[src/rtl/core/rsq_pkg.sv]
// Shared types and constants of the range sample qualifier.
`default_nettype none
package rsq_pkg;

  // Field widths.
  localparam int unsigned CAP_W    = 13;
  localparam int unsigned CM_W     = 10;
  localparam int unsigned MISS_W   = 8;
  localparam int unsigned STALE_W  = 16;
  localparam int unsigned RANGE_W  = 16;
  localparam int unsigned TIME_W   = 32;
  localparam int unsigned CFG_W    = 16;
  localparam int unsigned CFG_IDX_W = 2;

  // Register reset values.
  localparam logic [CAP_W-1:0]   CAP_MM_RESET     = 13'd1000;
  localparam logic [CM_W-1:0]    MAX_CM_RESET     = 10'd80;
  localparam logic [MISS_W-1:0]  FAIL_LIMIT_RESET = 8'd3;
  localparam logic [STALE_W-1:0] STALE_MS_RESET   = 16'd150;

  // Divide by ten through a reciprocal: (mm * 6554) >> 16 is exact for mm < 8192.
  localparam logic [12:0] CM_RECIP = 13'd6554;
  localparam int unsigned RECIP_SHIFT = 16;

  localparam logic [MISS_W-1:0] MISS_SAT = 8'd255;
  localparam logic [CM_W-1:0]   CM_FLOOR = 10'd1;

  // Poll status codes.
  localparam logic [1:0] POLL_NONE = 2'd0;
  localparam logic [1:0] POLL_NEW  = 2'd1;
  localparam int unsigned POLL_ERR_BIT = 1;

  // Configuration register indexes.
  typedef enum logic [CFG_IDX_W-1:0] {
    REG_CAP_MM     = 2'd0,
    REG_MAX_CM     = 2'd1,
    REG_FAIL_LIMIT = 2'd2,
    REG_STALE_MS   = 2'd3
  } reg_idx_t;

  // Configuration as seen by the front and the back.
  typedef struct packed {
    logic [CAP_W-1:0]   cap_mm;
    logic [CM_W-1:0]    max_cm;
    logic [MISS_W-1:0]  fail_limit;
    logic [STALE_W-1:0] stale_ms;
  } cfg_t;

  // What the back has to do with one poll.
  typedef enum logic [1:0] {
    CMD_IDLE   = 2'd0,
    CMD_FRESH  = 2'd1,
    CMD_ERROR  = 2'd2,
    CMD_EXPIRE = 2'd3
  } cmd_kind_t;

  typedef struct packed {
    cmd_kind_t         kind;
    logic [CAP_W-1:0]  mm;
    logic [CM_W-1:0]   cm;
    logic [TIME_W-1:0] now_ms;
  } cmd_t;

endpackage
`default_nettype wire

[src/rtl/core/rsq_front.sv]
// Front stage: accepts polls, classifies them and converts the range.
`default_nettype none
module rsq_front (
  input  wire logic                          clk,
  input  wire logic                          rst,
  input  wire rsq_pkg::cfg_t                 cfg,
  input  wire logic                          in_valid,
  output logic                               in_ready,
  input  wire logic                          sensor_alive,
  input  wire logic [1:0]                    poll_status,
  input  wire logic [rsq_pkg::RANGE_W-1:0]   range_mm,
  input  wire logic [rsq_pkg::TIME_W-1:0]    now_ms,
  output logic                               cmd_valid,
  input  wire logic                          cmd_ready,
  output rsq_pkg::cmd_t                      cmd
);

  logic [rsq_pkg::CAP_W-1:0]         mm_cap;
  logic [2*rsq_pkg::CAP_W-1:0]       prod;
  logic [rsq_pkg::CM_W-1:0]          cm_raw;
  logic [rsq_pkg::CM_W-1:0]          cm_clamp;
  rsq_pkg::cmd_t                     cmd_next;

  assign in_ready = !cmd_valid || cmd_ready;

  // Cap the range, convert to cm, clamp and floor.
  always_comb begin
    if (range_mm > {{(rsq_pkg::RANGE_W-rsq_pkg::CAP_W){1'b0}}, cfg.cap_mm}) begin
      mm_cap = cfg.cap_mm;
    end else begin
      mm_cap = range_mm[rsq_pkg::CAP_W-1:0];
    end
    prod     = mm_cap * rsq_pkg::CM_RECIP;
    cm_raw   = prod[rsq_pkg::RECIP_SHIFT +: rsq_pkg::CM_W];
    cm_clamp = (cm_raw > cfg.max_cm) ? cfg.max_cm : cm_raw;
  end

  // Classify the poll.
  always_comb begin
    cmd_next.mm     = mm_cap;
    cmd_next.cm     = (cm_clamp == '0) ? rsq_pkg::CM_FLOOR : cm_clamp;
    cmd_next.now_ms = now_ms;
    priority if (!sensor_alive) begin
      cmd_next.kind = rsq_pkg::CMD_EXPIRE;
    end else if (poll_status == rsq_pkg::POLL_NEW) begin
      cmd_next.kind = rsq_pkg::CMD_FRESH;
    end else if (poll_status[rsq_pkg::POLL_ERR_BIT]) begin
      cmd_next.kind = rsq_pkg::CMD_ERROR;
    end else begin
      cmd_next.kind = rsq_pkg::CMD_IDLE;
    end
  end

  // Command register.
  always_ff @(posedge clk) begin
    if (rst) begin
      cmd_valid <= 1'b0;
    end else if (in_valid && in_ready) begin
      cmd_valid <= 1'b1;
    end else if (cmd_ready) begin
      cmd_valid <= 1'b0;
    end
  end

  always_ff @(posedge clk) begin
    if (in_valid && in_ready) begin
      cmd <= cmd_next;
    end
  end

endmodule
`default_nettype wire

[src/rtl/core/rsq_queue.sv]
// Two-entry command queue between the front and the back.
`default_nettype none
module rsq_queue (
  input  wire logic           clk,
  input  wire logic           rst,
  input  wire logic           in_valid,
  output logic                in_ready,
  input  wire rsq_pkg::cmd_t  in_data,
  output logic                out_valid,
  input  wire logic           out_ready,
  output rsq_pkg::cmd_t       out_data
);

  rsq_pkg::cmd_t mem [2];
  logic          wr_ptr;
  logic          rd_ptr;
  logic [1:0]    count;
  logic          push;
  logic          pop;

  assign in_ready  = (count != 2'd2);
  assign out_valid = (count != 2'd0);
  assign out_data  = mem[rd_ptr];
  assign push      = in_valid && in_ready;
  assign pop       = out_valid && out_ready;

  // Pointers and fill count.
  always_ff @(posedge clk) begin
    if (rst) begin
      wr_ptr <= 1'b0;
      rd_ptr <= 1'b0;
      count  <= 2'd0;
    end else begin
      if (push) begin
        wr_ptr <= !wr_ptr;
      end
      if (pop) begin
        rd_ptr <= !rd_ptr;
      end
      if (push && !pop) begin
        count <= count + 2'd1;
      end else if (pop && !push) begin
        count <= count - 2'd1;
      end
    end
  end

  // Entry storage.
  always_ff @(posedge clk) begin
    if (push) begin
      mem[wr_ptr] <= in_data;
    end
  end

endmodule
`default_nettype wire

[src/rtl/core/rsq_back.sv]
// Back stage: channel state, history, median and the result register.
`default_nettype none
module rsq_back #(
  parameter int unsigned WINDOW = 3
) (
  input  wire logic                         clk,
  input  wire logic                         rst,
  input  wire rsq_pkg::cfg_t                cfg,
  input  wire logic                         cmd_valid,
  output logic                              cmd_ready,
  input  wire rsq_pkg::cmd_t                cmd,
  output logic                              out_valid,
  input  wire logic                         out_ready,
  output logic [rsq_pkg::CAP_W-1:0]         distance_mm,
  output logic [rsq_pkg::CM_W-1:0]          median_cm
);

  localparam int unsigned RW = $clog2(WINDOW + 1);
  localparam logic [RW-1:0] MID = RW'(WINDOW / 2);

  logic [rsq_pkg::CM_W-1:0]   history      [WINDOW];
  logic [rsq_pkg::CM_W-1:0]   history_next [WINDOW];
  logic [RW-1:0]              rank         [WINDOW];
  logic [rsq_pkg::MISS_W-1:0] miss_count;
  logic [rsq_pkg::MISS_W-1:0] miss_count_next;
  logic [rsq_pkg::MISS_W-1:0] miss_inc;
  logic [rsq_pkg::TIME_W-1:0] last_fresh_ms;
  logic [rsq_pkg::TIME_W-1:0] last_fresh_ms_next;
  logic [rsq_pkg::TIME_W-1:0] age;
  logic [rsq_pkg::CAP_W-1:0]  held_mm;
  logic [rsq_pkg::CAP_W-1:0]  held_mm_next;
  logic [rsq_pkg::CM_W-1:0]   median_next;
  logic                       expire;
  logic                       pop;

  assign pop       = cmd_valid && cmd_ready;
  assign cmd_ready = !out_valid || out_ready;
  assign miss_inc  = miss_count + 1'b1;
  assign age       = cmd.now_ms - last_fresh_ms;

  // Next channel state for the command at the head of the queue.
  always_comb begin
    miss_count_next    = miss_count;
    last_fresh_ms_next = last_fresh_ms;
    held_mm_next       = held_mm;
    expire             = 1'b0;
    for (int i = 0; i < WINDOW; i++) begin
      history_next[i] = history[i];
    end
    unique case (cmd.kind)
      rsq_pkg::CMD_EXPIRE: begin
        expire = 1'b1;
      end
      rsq_pkg::CMD_FRESH: begin
        miss_count_next    = '0;
        last_fresh_ms_next = cmd.now_ms;
        held_mm_next       = cmd.mm;
        history_next[0]    = cmd.cm;
        for (int i = 1; i < WINDOW; i++) begin
          history_next[i] = history[i-1];
        end
      end
      rsq_pkg::CMD_ERROR: begin
        if (miss_count != rsq_pkg::MISS_SAT) begin
          miss_count_next = miss_inc;
          expire          = (miss_inc >= cfg.fail_limit);
        end
      end
      default: begin
        expire = (age > {{(rsq_pkg::TIME_W-rsq_pkg::STALE_W){1'b0}}, cfg.stale_ms});
      end
    endcase
    // Expiry overrides the held distance and the whole history.
    if (expire) begin
      held_mm_next = cfg.cap_mm;
      for (int i = 0; i < WINDOW; i++) begin
        history_next[i] = cfg.max_cm;
      end
    end
  end

  // Median by rank: ties are broken by position so every rank is unique.
  always_comb begin
    for (int i = 0; i < WINDOW; i++) begin
      rank[i] = '0;
      for (int j = 0; j < WINDOW; j++) begin
        if (j != i && (history_next[j] < history_next[i] ||
                       (history_next[j] == history_next[i] && j < i))) begin
          rank[i] = rank[i] + 1'b1;
        end
      end
    end
    median_next = '0;
    for (int i = 0; i < WINDOW; i++) begin
      if (rank[i] == MID) begin
        median_next = history_next[i];
      end
    end
  end

  // Channel state.
  always_ff @(posedge clk) begin
    if (rst) begin
      miss_count    <= '0;
      last_fresh_ms <= '0;
      held_mm       <= rsq_pkg::CAP_MM_RESET;
      for (int i = 0; i < WINDOW; i++) begin
        history[i] <= rsq_pkg::MAX_CM_RESET;
      end
    end else if (pop) begin
      miss_count    <= miss_count_next;
      last_fresh_ms <= last_fresh_ms_next;
      held_mm       <= held_mm_next;
      for (int i = 0; i < WINDOW; i++) begin
        history[i] <= history_next[i];
      end
    end
  end

  // Result register.
  always_ff @(posedge clk) begin
    if (rst) begin
      out_valid <= 1'b0;
    end else if (pop) begin
      out_valid <= 1'b1;
    end else if (out_ready) begin
      out_valid <= 1'b0;
    end
  end

  always_ff @(posedge clk) begin
    if (pop) begin
      distance_mm <= held_mm_next;
      median_cm   <= median_next;
    end
  end

endmodule
`default_nettype wire

[src/rtl/core/range_sample_qualifier_core.sv]
// Top level of the range sample qualifier: configuration registers and stages.
//
//   channel   direction  beat fields (lowest bit first)
//   s_axis    in         tdata: range_mm, now_ms; tuser: sensor_alive, poll_status
//   m_axis    out        tdata: distance_mm, median_cm
//   cfg       in         cfg_we, cfg_index, cfg_data (write only)
//
// One poll per cycle sustained while m_axis does not stall; a beat's result passes through
// the front command register, the queue and the back result register in that order.
// Synchronous reset loads the register defaults and the channel's expired state.
// A stall on m_axis fills the two-entry queue before s_axis_tready drops.
`default_nettype none
module range_sample_qualifier_core #(
  parameter int unsigned WINDOW = 3
) (
  input  wire logic                              clk,
  input  wire logic                              rst,
  input  wire logic                              s_axis_tvalid,
  output logic                                   s_axis_tready,
  input  wire logic [47:0]                       s_axis_tdata,  // range_mm, now_ms
  input  wire logic [2:0]                        s_axis_tuser,  // sensor_alive, poll_status
  output logic                                   m_axis_tvalid,
  input  wire logic                              m_axis_tready,
  output logic [23:0]                            m_axis_tdata,  // distance_mm, median_cm
  input  wire logic                              cfg_we,
  input  wire logic [rsq_pkg::CFG_IDX_W-1:0]     cfg_index,
  input  wire logic [rsq_pkg::CFG_W-1:0]         cfg_data
);

  rsq_pkg::cfg_t               cfg;
  rsq_pkg::cmd_t               front_cmd;
  rsq_pkg::cmd_t               queue_cmd;
  logic                        front_valid;
  logic                        front_ready;
  logic                        queue_valid;
  logic                        queue_ready;
  logic [rsq_pkg::CAP_W-1:0]   distance_mm;
  logic [rsq_pkg::CM_W-1:0]    median_cm;

  // Configuration registers.
  always_ff @(posedge clk) begin
    if (rst) begin
      cfg.cap_mm     <= rsq_pkg::CAP_MM_RESET;
      cfg.max_cm     <= rsq_pkg::MAX_CM_RESET;
      cfg.fail_limit <= rsq_pkg::FAIL_LIMIT_RESET;
      cfg.stale_ms   <= rsq_pkg::STALE_MS_RESET;
    end else if (cfg_we) begin
      unique case (rsq_pkg::reg_idx_t'(cfg_index))
        rsq_pkg::REG_CAP_MM:     cfg.cap_mm     <= cfg_data[rsq_pkg::CAP_W-1:0];
        rsq_pkg::REG_MAX_CM:     cfg.max_cm     <= cfg_data[rsq_pkg::CM_W-1:0];
        rsq_pkg::REG_FAIL_LIMIT: cfg.fail_limit <= cfg_data[rsq_pkg::MISS_W-1:0];
        rsq_pkg::REG_STALE_MS:   cfg.stale_ms   <= cfg_data[rsq_pkg::STALE_W-1:0];
        default: ;
      endcase
    end
  end

  rsq_front u_front (
    .clk          (clk),
    .rst          (rst),
    .cfg          (cfg),
    .in_valid     (s_axis_tvalid),
    .in_ready     (s_axis_tready),
    .sensor_alive (s_axis_tuser[0]),
    .poll_status  (s_axis_tuser[2:1]),
    .range_mm     (s_axis_tdata[15:0]),
    .now_ms       (s_axis_tdata[47:16]),
    .cmd_valid    (front_valid),
    .cmd_ready    (front_ready),
    .cmd          (front_cmd)
  );

  rsq_queue u_queue (
    .clk       (clk),
    .rst       (rst),
    .in_valid  (front_valid),
    .in_ready  (front_ready),
    .in_data   (front_cmd),
    .out_valid (queue_valid),
    .out_ready (queue_ready),
    .out_data  (queue_cmd)
  );

  rsq_back #(
    .WINDOW (WINDOW)
  ) u_back (
    .clk         (clk),
    .rst         (rst),
    .cfg         (cfg),
    .cmd_valid   (queue_valid),
    .cmd_ready   (queue_ready),
    .cmd         (queue_cmd),
    .out_valid   (m_axis_tvalid),
    .out_ready   (m_axis_tready),
    .distance_mm (distance_mm),
    .median_cm   (median_cm)
  );

  assign m_axis_tdata = {1'b0, median_cm, distance_mm};

endmodule
`default_nettype wire

[config.mk]
export PLATFORM = sky130hd
export DESIGN_NAME = range_sample_qualifier_core
export DESIGN_NICKNAME = d
export VERILOG_FILES = /design/src/rtl/core/rsq_pkg.sv /design/src/rtl/core/rsq_front.sv /design/src/rtl/core/rsq_queue.sv /design/src/rtl/core/rsq_back.sv /design/src/rtl/core/range_sample_qualifier_core.sv
export SDC_FILE = /design/constraint.sdc
export NUM_CORES = 1
export LEC_CHECK = 0
export ABC_AREA = 1
export BUFFER_PORTS_ARGS = -buffer_cell sky130_fd_sc_hd__buf_4
export CAP_MARGIN = 40
export CORE_ASPECT_RATIO = 1.2
export CORE_UTILIZATION = 63
export DETAILED_ROUTE_END_ITERATION = 8
export PLACE_DENSITY_LB_ADDON = 0.15
export RECOVER_POWER = 100
export SLEW_MARGIN = 20
export SYNTH_ARGS = -nofsm -noshare
export SYNTH_HDL_FRONTEND = slang
export SYNTH_SLANG_ARGS = --single-unit
export TNS_END_PERCENT = 50
[constraint.sdc]
create_clock -name clk -period 14.1 [get_ports clk]
set_clock_uncertainty 0.05 [all_clocks]
set_input_delay 3.525 -clock clk [delete_from_list [all_inputs] [get_ports clk]]
set_output_delay 3.525 -clock clk [all_outputs]
set_load 0.05 [all_outputs]
# Yosys cells after proc, flatten, opt, wreduce, memory -nomap -nowiden
# Memories as Yosys holds them, arrays and structs flattened. A register that Yosys moved wholly into a read port is not among the register bits.
# Index checks and enable logic that the tools add are counted.
[word_totals] reg_bits=186 latch_bits=0 ramBits=144 mem_bits_ro=0 input_bits=74 out_inout_bits=26 memories=2
[mem_list] memory="u_queue.mem" words=2 width=57 read_ports=1 rd_clocked_by_memory_dff=1 write_ports=1 line="rsq_queue.sv:14" rtl="rsq_pkg::cmd_t mem [2];"
[mem_list] memory="u_back.history" words=3 width=10 read_ports=3 rd_clocked_by_memory_dff=0 write_ports=3 line="rsq_back.sv:21" rtl="logic [rsq_pkg::CM_W-1:0] history [WINDOW];"
[classes] addsub=7 n_mul=1 n_div=0 n_lt_le_gt_ge=10 eq_ne=16 shift=0 muxes=39 n_bitwise=4 reduce_logical=30
[ops] cell="$mux W10" count=7
[ops] cell="$lt A10 B10 Y1" count=6
[ops] cell="$mux W30" count=2
[ops] cell="$mux W13" count=3
[ops] cell="$gt A32 B16 Y1" count=1
[ops] cell="$sub A32 B32 Y32" count=1
[ops] cell="$eq A10 B10 Y1" count=3
[ops] cell="$mul A13 B12 Y25 const B" count=1
[ops] cell="$mux W1" count=17
[ops] cell="$gt A16 B13 Y1" count=1
[ops] cell="$pmux W8 S2" count=1
[ops] cell="$mux W2" count=7
[ops] cell="$eq A2 B1 Y1 const B" count=6
[ops] cell="$gt A10 B10 Y1" count=1
[ops] cell="$logic_not A10 Y1" count=1
[ops] cell="$reduce_and A2 Y1" count=5
[ops] cell="$reduce_bool A2 Y1" count=5
[ops] cell="$add A8 B1 Y8 const B" count=1
[ops] cell="$eq A2 B2 Y1 const B" count=4
[ops] cell="$ge A8 B8 Y1" count=1
[ops] cell="$mux W8" count=1
[ops] cell="$ne A8 B8 Y1 const B" count=1
[ops] cell="$add A1 B1 Y2 const B" count=3
[ops] cell="$logic_not A1 Y1" count=6
[ops] cell="other kinds (12)" count=22

# Depth between registers and ports, before layout
[depth] depth_word=13 depth_mapped=47 ltp_nobuf=47

# By module
# From an unflattened synthesis, not the netlist that was laid out.
[hier_totals] cells_unflattened=2570 hier_area_um2=21351.7
[modules_own_cells] mod="rsq_back" instances=1 cells_each=1408 area_per_inst_um2=8986.1 seq_area_each_um2=2672.6
[modules_own_cells] mod="rsq_front" instances=1 cells_each=666 area_per_inst_um2=5982.0 seq_area_each_um2=1731.7
[modules_own_cells] mod="rsq_queue" instances=1 cells_each=214 area_per_inst_um2=4471.8 seq_area_each_um2=3523.4
[modules_own_cells] mod="range_sample_qualifier_core" instances=1 cells_each=282 area_per_inst_um2=1911.8 seq_area_each_um2=940.9

# Worst setup path after synthesis
# No wires, ideal clock.
[synth_timing] path_kind="in2reg" start="input port s_axis_tdata[1]" end="register u_front.cmd[32] in the netlist's numbering, data pin" setup_time_ns=0.259 arrival_time_ns=10.713 path_slack_ns=3.078 cell_stages=42 path_cell_list="ha_1 inv_1 nor2_1 nor2_1 o21a_1 o221ai_1 nand2_1 a32o_1 clkbuf_1 o21ai_0 ha_1 fa_1 inv_1 fa_1 inv_1 fa_1 inv_1 fa_1 (+6 left out) inv_1 or2_2 and2_1 ha_1 nand2_1 inv_1 nand3_1 nor3_1 o21ai_0 o2111ai_1 nand2_1 clkbuf_1 nand2_1 o21ai_0 nand2_1 nor2_1 nand3_1 nand2_1"
[synth_rtl] element="start, declared" line="range_sample_qualifier_core.sv:20" rtl="input wire logic [47:0] s_axis_tdata,"
[synth_rtl] element="end signal, assigned" line="rsq_front.sv:67" rtl="cmd <= cmd_next;"
[synth_rtl] element="end, declared" line="rsq_front.sv:15" rtl="output rsq_pkg::cmd_t cmd"

==> summary.md <==
| Metric | Value |
|---|---|
| Main area contributors after synthesis | edfxtp_1 (33%), ha_1 (12%), dfxtp_1 (10%), nand2_1 (9.6%), inv_1 (7.4%) |
| Initial antenna violation count | 0 |
| GR Overflow Total | 0 |
| Slowest Stage Delay on Critical Path | 0.80 ns |
| Status | finished with violations |
| Drt wl/cell | 18.1 µm |
| Worst Hold Class | reg -> reg |
| Clk sink count | 331 |
| Least-Margin Pin Slew | 3.63 ns |
| GPL Wtd Cong | 0.960 |
| Finished Layout Cells | 2869 |
| CTS buffer count | 36 |
| Peak VDD IR | 0.000318 V |
| Fin Setup TNS | 0 ns |
| First-pass GRT wire length | 81000 µm |
| Min Tclk post-route | 12.05 ns |
| Setup slack, reg-to-reg | 2.21 ns |
| Sw Ratio | 47.6% |
| DPL Wire Length | 39400 µm |
| Rel. slew slack | -142% |
| Postcts setup bufs | 0 |
| Num rows | 71 |
| Synthesized flop and latch total | 331 |
| Seq pwr share | 24.1% |
| Post-synth EDFFs | 224 |
| Worst Setup End Kind | flip-flop |
| Critical path required time | 14.43 ns |
| Power per cell area | 255 nW/µm² |
| Initial core utilization | 64.7% |
| YS warnings | 0 |
| Setup WS pre-CTS | 1.66 ns |
| CP top delay family | adder cells |
| Initial drt markers | 1161 |
| Vias in the first global route | 15800 |
| Buffers on Ports | 98 |
| DR vias/cell | 5.62 |
| Top cell type by total area after synthesis | edfxtp_1 |
| WHS | 0.397 ns |
| Root buffer cell | clkbuf_16 |
| Post-synthesis cell type count | 56 |
| Arrival time at the worst endpoint | 12.38 ns |
| Final worst-path cycle share | 85.4% |
| Unrepaired setup endpoints after global routing | false |
| CTS tree | done |
| NumNets Final | 2757 |
| Most frequent CP cell | nand2_1 |
| Crit path kind | in -> reg |
| Net switching power | 2.74 mW |
| Detail Route Antenna Nets | 0 |
| Part of the power in combinational logic | 59.1% |
| DRC Markers | 6 |
| Primary flip-flop cell chosen by synthesis mapping | edfxtp_1 |
| Hold-fix buffers, CTS | 0 |
| Die Ht | 199 µm |
| Total power | 5.77 mW |
| Synthesized area | 20500 µm² |
| Clk slew on worst S/H paths | 0.06 ns |
| Mean post-synth cell area | 8.76 µm² |
| Synthesized instance count | 2336 |
| Top cell type's share of synthesized area | 32.9% |
| Share of cells above drive strength 1 | 8.96% |
| Sequential area share after synthesis | 43.4% |
| DR pass1 iterations | 8 |
| Chip Width | 167 µm |
| Most common cell in the netlist | nand2_1 |
| Resized cells post-CTS | 0 |
| Critical-path top delay cell | o21ai_0 |
| Clk buf depth | 3 |
| Later-pin clock latency in the skew report | 0.54 ns |
| Placed cells | 2797 |
| Post-synth ARST share | 0% |
| # IOs | 100 |
| Htree depth | 2 |
| Buffers & Inverters on Critical Path | 8 |
| Pleak | 10.5 nW |
| Max Clk Rate | 0.0830 GHz |
| Final setup fails | 0 |
| Setup WS post-layout | 2.05 ns |
| Critical path launch point type | input pin |
| Pins Over Slew Limit | 401 |
| Clock power share | 16.8% |
| Post-Syn Nets | 2653 |
| Post-synth top cells | nand2_1 (521), inv_1 (402), edfxtp_1 (224), ha_1 (200), o21ai_0 (160) |
| Total length of routed wires | 52000 µm |
| Core ar. | 31600 µm² |
| Violated checks | DRC, capacitance limit, slew limit |
| Largest net degree at the start of global routing | 62 |
| DIE AREA | 33200 µm² |
| Max-Cap Viols | 9 |
| Final Hold Fails | 0 |
| Int Pwr | 3.02 mW |
| Layout area overhead | 10.5% |
| Routed vias | 16100 |
| GRT Util Overall | 31.6% |
| CP Max Fanout | 26 |
==> state kept, by name, indices dropped and copies added, names as in the netlist, named ones only <==
signal and flops:
cfg 47, u_back.median_cm 10, u_back.held_mm 13, u_queue.wr_ptr 1, u_back.out_valid 1, u_back.history 30
u_back.distance_mm 13, u_front.cmd 57, u_queue.rd_ptr 1, u_queue.count 2, u_queue.mem 114, u_front.cmd_valid 1
u_back.miss_count 8, u_back.last_fresh_ms 32
==> cells in the final DEF (no fill, tap or decap), types with 3 or more instances in the layout <==
cell,count
or2_2,7
dfxtp_1,107
xnor2_1,7
nor2_2,11
o21ai_1,6
o21ai_0,173
ha_1,200
a21oi_1,146
o21bai_1,9
mux2i_1,4
inv_1,402
inv_2,11
nand2_1,525
a21o_1,5
nand3_1,78
buf_4,41
xor2_1,27
edfxtp_1,224
clkinv_1,4
a211oi_1,5
nand4_1,15
nor4_1,5
mux2_2,35
o211ai_1,29
clkbuf_1,57
nand2_2,15
clkbuf_8,6
nor3_1,9
a31oi_1,4
nor2_4,3
clkbuf_16,40
fa_1,43
nor2_1,136
clkinv_4,3
nand3b_1,4
clkbuf_4,33
o21a_1,6
==> stage by stage <==
stage          cell area (µm²)  utilization, %
5_1_grt                  22600            71.5
3_5_place_dp             21700            68.5
2_1_floorplan            20500               -
3_3_place_gp             21600            68.1
4_1_cts                  22900            72.4
6_report                 22600            71.5
==> worst paths after layout <==
path | start | endpoint | depth (start not counted)
max reg2reg | flip-flop | u_back.median_cm[6]$_DFFE_PP_ | 34
min | u_front.cmd[22]$_DFFE_PP_ | u_queue.mem[0][22]$_DFFE_PP_ | 0
max | s_axis_tdata[11] | u_front.cmd[32]$_SDFFCE_PN1P_ | 39
min reg2reg | u_front.cmd[22]$_DFFE_PP_ | u_queue.mem[0][22]$_DFFE_PP_ | 0
==> area by class of cell <==
cell class / instances / area [µm²]
diodes: 1 / 2.50
clock buffers: 56 / 1120
clock inverters: 9 / 119
fillers: 2568 / 9010
inverters: 415 / 1560
multi-input cells: 1532 / 9690
flip-flops and latches: 331 / 8870
well taps: 401 / 502
repair buffers: 124 / 753
==> power by group through the flow <==
stage | combinational [mW] | clock (mW) | sequential (mW)
finish | 3.41 | 0.969 | 1.39
global route | 3.84 | 1.01 | 1.41
CTS | 3.44 | 0.980 | 1.39
detailed placement | 3.41 | 0 | 1.41
global placement | 3.32 | 0 | 1.40
floorplan | 2.39 | 0 | 1.50
==> logic make-up after synthesis <==
kind of cell	share of synthesized area (%)
compound gates	11.0
xor+xnor	1.46
fa+ha+maj	16.4
buf+inv	8.96
flops	43.4
mux	2.23
other cells	0.0183
simple gates	16.6
==> per-layer routing <==
metal | vias up | track usage (%) | routed length, µm
met3 | 117 | 3.90 | 2920
met1 | 7626 | 36.9 | 20400
li1 | 7886 | - | -
met4 | 0 | 12.9 | 1930
met2 | 500 | 58.7 | 26800
met5 | - | 0 | 0
==> worst reg2reg max path: cells and delay by family (launching register included) <==
kind | cells | cell delay, ns
compound gates | 3 | 0.77
xor+xnor | 2 | 0.32
fa+ha+maj | 3 | 0.98
buf+inv | 4 | 3.49
flops | 1 | 0.75
mux | 1 | 0.48
simple gates | 21 | 4.79
No activity file was read; power rests on OpenSTA's default activity.
